[src/pfbd_pkg.sv]
// ----------------------------------------------------------------------------
// Potentiometer filter and button debounce package
// Transaction types and fixed constants shared by the block's modules.
// ----------------------------------------------------------------------------
package pfbd_pkg;

  localparam int unsigned AdcW = 10;
  localparam int unsigned PosW = 8;
  localparam int unsigned CntW = 2;

  localparam int unsigned FilterRound = 4;
  localparam int unsigned FilterShift = 3;

  localparam logic [CntW-1:0] DebounceLast = 2'd3;
  localparam logic [PosW-1:0] SpanReset    = 8'd14;

  typedef struct packed {
    logic [AdcW-1:0] adc_sample;
    logic            button_level;
  } in_t;

  typedef struct packed {
    logic            position_changed;
    logic [PosW-1:0] position;
    logic            fire;
  } out_t;

endpackage

[src/pot_filter_and_button_debounce.sv]
// ----------------------------------------------------------------------------
// Potentiometer filter and button debounce
// Low-pass filters a potentiometer sample into a scaled position and
// debounces a push button, one result transaction per input transaction.
// ----------------------------------------------------------------------------
// The block takes one input transaction per clock cycle unless stalled and
// returns exactly one result transaction for each, in order. An accepted
// transaction lands in an input register; as it advances, the filter update,
// the position multiply and the debounce step run in one pass and the result
// is captured in the output register. The combinational path from
// the input register through the span multiplier sets the clock rate. When
// the result side stalls, one transaction waits in the input register and
// in_ready_o falls only when both registers are full. position_span is
// written through cfg_we_i and resets to 14; write it only while idle.
module pot_filter_and_button_debounce #(
  parameter int unsigned SAMPLE_BITS = 10
) (
  input  logic                      clk_i,
  input  logic                      rst_ni,
  input  logic                      in_valid_i,
  output logic                      in_ready_o,
  input  pfbd_pkg::in_t             in_data_i,
  output logic                      out_valid_o,
  input  logic                      out_ready_i,
  output pfbd_pkg::out_t            out_data_o,
  input  logic                      cfg_we_i,
  input  logic [pfbd_pkg::PosW-1:0] cfg_wdata_i
);

  logic                      in_valid_q;
  pfbd_pkg::in_t             in_data_q;
  logic                      out_valid_q;
  pfbd_pkg::out_t            out_data_q;
  logic [pfbd_pkg::PosW-1:0] span_q;
  logic                      advance;
  pfbd_pkg::out_t            result;

  assign advance    = in_valid_q && (!out_valid_q || out_ready_i);
  assign in_ready_o = !in_valid_q || advance;

  pfbd_core #(
    .SAMPLE_BITS(SAMPLE_BITS)
  ) u_core (
    .clk_i   (clk_i),
    .rst_ni  (rst_ni),
    .en_i    (advance),
    .item_i  (in_data_q),
    .span_i  (span_q),
    .result_o(result)
  );

  always_ff @(posedge clk_i or negedge rst_ni) begin
    if (!rst_ni) begin
      span_q <= pfbd_pkg::SpanReset;
    end else if (cfg_we_i) begin
      span_q <= cfg_wdata_i;
    end
  end

  always_ff @(posedge clk_i or negedge rst_ni) begin
    if (!rst_ni) begin
      in_valid_q  <= 1'b0;
      out_valid_q <= 1'b0;
    end else begin
      if (in_ready_o) begin
        in_valid_q <= in_valid_i;
      end
      if (advance) begin
        out_valid_q <= 1'b1;
      end else if (out_ready_i) begin
        out_valid_q <= 1'b0;
      end
    end
  end

  always_ff @(posedge clk_i) begin
    if (in_valid_i && in_ready_o) begin
      in_data_q <= in_data_i;
    end
    if (advance) begin
      out_data_q <= result;
    end
  end

  assign out_valid_o = out_valid_q;
  assign out_data_o  = out_data_q;

`ifndef SYNTHESIS
  assert property (@(posedge clk_i) disable iff (!rst_ni)
    (!out_valid_o || out_ready_i) |-> in_ready_o)
    else $error("input stalled while the result register is free");

  assert property (@(posedge clk_i) disable iff (!rst_ni)
    $rose(out_valid_o) |-> $past(in_valid_q))
    else $error("result transaction without a registered input");

  assert property (@(posedge clk_i) disable iff (!rst_ni)
    !in_valid_q && !out_valid_q |=> !out_valid_o)
    else $error("result transaction invented from an empty pipeline");
`endif

endmodule

[src/pfbd_core.sv]
// ----------------------------------------------------------------------------
// Filter and debounce datapath
// Holds the filter, position and debounce state and computes one result from
// the registered input transaction; the state advances when en_i is high.
// ----------------------------------------------------------------------------
module pfbd_core #(
  parameter int unsigned SAMPLE_BITS = 10
) (
  input  logic                    clk_i,
  input  logic                    rst_ni,
  input  logic                    en_i,
  input  pfbd_pkg::in_t           item_i,
  input  logic [pfbd_pkg::PosW-1:0] span_i,
  output pfbd_pkg::out_t          result_o
);

  localparam int unsigned DiffW = SAMPLE_BITS + 2;
  localparam int unsigned ProdW = SAMPLE_BITS + 1 + pfbd_pkg::PosW;

  logic [SAMPLE_BITS-1:0]     level_q, level_d;
  logic [pfbd_pkg::PosW-1:0]  last_pos_q;
  logic                       stable_q, stable_d;
  logic [pfbd_pkg::CntW-1:0]  cnt_q, cnt_d;

  logic [pfbd_pkg::AdcW+SAMPLE_BITS-1:0] sample_wide;
  logic [SAMPLE_BITS-1:0]     sample;
  logic signed [DiffW-1:0]    diff;
  logic signed [DiffW-1:0]    step;
  logic signed [DiffW-1:0]    sum;
  logic [SAMPLE_BITS:0]       inverted;
  logic [ProdW-1:0]           product;
  logic [pfbd_pkg::PosW-1:0]  pos;
  logic                       fire;

  always_comb begin
    sample_wide = {{SAMPLE_BITS{1'b0}}, item_i.adc_sample};
    sample      = sample_wide[SAMPLE_BITS-1:0];
    diff = $signed({2'b00, sample}) - $signed({2'b00, level_q})
         + $signed(DiffW'(pfbd_pkg::FilterRound));
    step = diff >>> pfbd_pkg::FilterShift;
    sum  = $signed({2'b00, level_q}) + step;
    if (sum < 0) begin
      level_d = '0;
    end else begin
      level_d = sum[SAMPLE_BITS-1:0];
    end
    inverted = {1'b1, {SAMPLE_BITS{1'b0}}} - {1'b0, level_d};
    product  = ProdW'(inverted) * ProdW'(span_i);
    pos      = product[SAMPLE_BITS +: pfbd_pkg::PosW];
  end

  always_comb begin
    stable_d = stable_q;
    cnt_d    = '0;
    fire     = 1'b0;
    if (item_i.button_level != stable_q) begin
      if (cnt_q >= pfbd_pkg::DebounceLast) begin
        stable_d = item_i.button_level;
        fire     = !item_i.button_level;
      end else begin
        cnt_d = cnt_q + pfbd_pkg::CntW'(1);
      end
    end
  end

  always_comb begin
    result_o.position_changed = (pos != last_pos_q);
    result_o.position         = pos;
    result_o.fire             = fire;
  end

  always_ff @(posedge clk_i or negedge rst_ni) begin
    if (!rst_ni) begin
      level_q    <= '0;
      last_pos_q <= '0;
      stable_q   <= 1'b0;
      cnt_q      <= '0;
    end else if (en_i) begin
      level_q    <= level_d;
      last_pos_q <= pos;
      stable_q   <= stable_d;
      cnt_q      <= cnt_d;
    end
  end

`ifndef SYNTHESIS
  assert property (@(posedge clk_i) disable iff (!rst_ni)
    en_i |-> result_o.position <= span_i)
    else $error("position exceeds the configured span");

  assert property (@(posedge clk_i) disable iff (!rst_ni)
    en_i && result_o.fire |-> !item_i.button_level && stable_q)
    else $error("fire raised without a press being accepted");

  assert property (@(posedge clk_i) disable iff (!rst_ni)
    en_i && (item_i.button_level == stable_q) |=> cnt_q == '0)
    else $error("debounce count not cleared on a matching sample");
`endif

endmodule
[config.mk]
export PLATFORM = sky130hd
export DESIGN_NAME = pot_filter_and_button_debounce
export DESIGN_NICKNAME = d
export VERILOG_FILES = /design/src/pfbd_pkg.sv /design/src/pot_filter_and_button_debounce.sv /design/src/pfbd_core.sv
export SDC_FILE = /design/constraint.sdc
export NUM_CORES = 1
export LEC_CHECK = 0
export BUFFER_PORTS_ARGS = -buffer_cell sky130_fd_sc_hd__buf_2
export CORE_UTILIZATION = 60
export DETAILED_ROUTE_END_ITERATION = 16
export HOLD_SLACK_MARGIN = 0.02
export PLACE_DENSITY_LB_ADDON = 0.15
export SETUP_SLACK_MARGIN = 0.05
export SYNTH_ARGS = -nofsm -noshare
export SYNTH_HDL_FRONTEND = slang
export SYNTH_SLANG_ARGS = --single-unit
[constraint.sdc]
create_clock -name clk_i -period 13 [get_ports clk_i]
set_clock_uncertainty 0.15 [all_clocks]
set_input_delay 1.3 -clock clk_i [delete_from_list [all_inputs] [get_ports clk_i]]
set_output_delay 1.3 -clock clk_i [all_outputs]
set_load 0.02 [all_outputs]
==> run_results.csv <==
group,metric,value,unit
clock_network,clock_sinks,52,
timing,clock.fmax,0.0824,GHz
clock_network,cts_tree,"built",
route,wl_per_cell,17.3,um
clock_network,cts_max_level,2,
route,detail_route.first_pass.iterations,5,
yosys,synth-seq-cells,52,
run_status,status,"complete, no violations",
timing,setup_tns,0,ns
yosys,synth_top_area_share,0.169,
setup_path,worst_path_most_repeated_cell,"ha_1",
grt,antenna_found_initial,0,
finish,area_delta_synth_final,5.77,%
placed_design,place.gp.congestion,0.934,
timing,rsz0062_at_grt,"false",
setup_path,reg2reg_depth,40,
timing,period_share,0.934,
route,drt-total-wl,14400,um
grt,grt_first_pass_wirelength,24500,um
grt,grt.total_usage,0.283,
die,dieArea,10900,sq um
route,drt_iter0_drc,251,
placed_design,pre_cts_slack,0.745,ns
finish,fill_cells,847,
clock_network,cts_made_buffers,5,
die,chipHeight,104,um
timing,relSlewSlack,0.327,
yosys,syn_nets,815,
yosys,synth_area_leaders,"fa_1 (17%), ha_1 (11%), dfrtp_1 (11%)",
yosys,synth_cells,681,
route,post-route-drc-count,0,
worst_hold_path,min_path_cells,2,
setup_path,critPathMaxFanout,12,
clock_network,hold_buffers,0,
worst_hold_path,min_from,"u_core.last_pos_q[3]",
job,max-cap-violations,0,
yosys,syn_area,6270,sq um
timing,setup_viol,0,
clock_network,cts_buffer_depth,2,
finish,nets,836,
setup_path,setup.worst_path.end_class,"flop",
yosys,synth_largest_area_cell,"fa_1",
clock_network,cts-root-buf,"clkbuf_8",
clock_network,worstSkewPairLatency,0.34,ns
timing,finalCriticalPeriod,12.14,ns
setup_path,crit_slowest_cell,"or4b_2",
setup_path,cp_data_required_time,12.93,ns
finish,layout-drive-gt1-share,0.114,
setup_path,worst_setup_path_start_kind,"flop",
yosys,yosys_warnings,0,
timing,fin_ws,0.858,ns
yosys,synth-main-ff-cell,"dfrtp_1",
grt,grt_pass1_vias,5227,
yosys,syn_area_per_cell,9.21,sq um
die,io_pins,36,
yosys,yosysUniqueCellTypes,75,
worst_hold_path,min_path_type,"flop to flop",
setup_path,arrival,12.07,ns
route,vias,4974,
setup_path,worst_path_largest_cell_delay,0.71,ns
yosys,yosys.cell_count.top_type,"inv_1",
setup_path,cp.buffers_inverters,5,
yosys,synthArstFlopShare,0.596,
placed_design,numPortBuffers,35,
setup_path,reg2reg_slack,0.86,ns
timing,hold_viol_final,0,
route,ant_nets,0,
timing,worst_pin_slew,1.00,ns
setup_path,critPathTopFamily,"simple AND/OR/NAND/NOR gates",
setup_path,rr_startpoint,"u_core.level_q[2]",
placed_design,dp_hpwl,11400,um
route,avgViaCountPerCell,5.95,
finish,diodes,0,
clock_network,path_clk_slew,0.13,ns
yosys,yosys-top-cells-count,"inv_1 (85), and2_1 (60), nand2_1 (60), ha_1 (57), fa_1 (53)",
die,start_util,0.630,
setup_path,regToRegEndpoint,"out_data_o[9]",
setup_path,path_class,"flop to flop",
timing,slew_viol_final,0,
die,core_area,9950,sq um
worst_hold_path,hold_end,"u_core.last_pos_q[3]",
yosys,synth_edf_count,21,
die,die_w,104,um
grt,grt_max_degree,34,
grt,overflow,0,
die,row_count,36,
yosys,ys_seq_area_frac,0.225,
## state kept, by name (all words and copies together), names as in the netlist, 2 cells and up
register	count
out_data_o	10
in_data_q	11
u_core.cnt_q	2
u_core.last_pos_q	8
span_q	8
u_core.level_q	10
## cells in the final DEF, fill, tap and decap left out, types with 3 or more instances in the layout
cell type	Yosys	routed
nor4_1	4	4
a211oi_1	4	4
o21bai_1	3	3
a31oi_1	4	4
buf_2	0	35
a21o_1	6	6
xor2_1	17	17
clkbuf_8	0	5
o21ai_0	21	21
inv_1	85	85
ha_1	57	57
xnor2_1	29	29
fa_1	53	53
nor2_1	38	38
edfxtp_1	21	21
nand2_1	60	60
o22ai_1	4	4
o31ai_1	4	4
a311oi_1	3	3
mux2i_1	4	4
dfstp_2	3	3
nor2b_1	5	5
dfrtp_1	28	28
nand2b_1	9	9
or3_1	4	4
and3_1	13	13
and2_1	60	60
nor3_1	15	15
a21oi_1	24	24
a31o_2	4	4
mux2_2	12	12
nand3_1	11	11
## routing by layer
layer  part of all wire  global-route usage
met5                  0                   0
met4              0.027              0.0776
met3              0.054              0.0457
met2               0.49               0.497
met1               0.43               0.360
## how the worst max path moves through the flow
| stage | cells after the start | slack [ns] | from | to |
|---|---|---|---|---|
| after floorplan | 45 | 1.68 | u_core.level_q[2] | out_data_o[9] |
| after global placement | 42 | 1.04 | u_core.level_q[2] | out_data_o[9] |
| after detailed placement | 42 | 0.74 | u_core.level_q[2] | out_data_o[9] |
| after CTS | 42 | 0.74 | u_core.level_q[2] | out_data_o[9] |
| after global routing | 41 | 0.28 | u_core.level_q[2] | out_data_o[9] |
| final | 40 | 0.86 | u_core.level_q[2] | out_data_o[9] |
## worst reg2reg max path: cells and delay by family, from the launching register on
| family | cells | cell delay (ns) |
|---|---|---|
| and+or+nand+nor | 14 | 4.22 |
| adders and majority gates | 8 | 3.13 |
| AOI/OAI and AO/OA | 11 | 2.85 |
| xor gates and xnor gates | 2 | 0.75 |
| buffers and inverters | 5 | 0.42 |
| DFF | 1 | 0.39 |
## cells by family after synthesis
| group | after synthesis | synth area share |
|---|---|---|
| AND/OR/NAND/NOR | 240 | 0.203 |
| adder cells (fa/ha/maj) | 110 | 0.283 |
| buffers and inverters | 108 | 0.0659 |
| AO/OA/AOI/OAI | 107 | 0.125 |
| flip-flops | 52 | 0.225 |
| XOR/XNOR | 48 | 0.0704 |
| multiplexers | 16 | 0.0279 |
## final cells by class
type	count	area, sq um	share of cell area
Clock buffer	5	68.8	0.0104
Clock inverter	3	33.8	0.00509
Tap cell	133	166	0.0251
Multi-Input combinational cell	521	4450	0.671
Sequential cell	52	1410	0.213
Inverter	86	323	0.0487
Timing Repair Buffer	36	183	0.0275
## per-stage QoR
step,hold WS (ns),util,instance area (sq um),cells
final,0.368,0.666,6630,836
after detailed placement,0.341,0.656,6530,828
after global routing,0.411,0.666,6630,836
after floorplan,0.307,-,6270,681
after global placement,0.314,0.656,6530,828
after CTS,0.372,0.666,6630,836
## timing repair
item	4_1_cts	5_1_grt
endpoints found under the setup margin	0	1
setup buffers	0	0
resized for setup	0	1
Power is not shown: default switching activity piles up to over one toggle a cycle in this logic, so the estimate is an artifact.
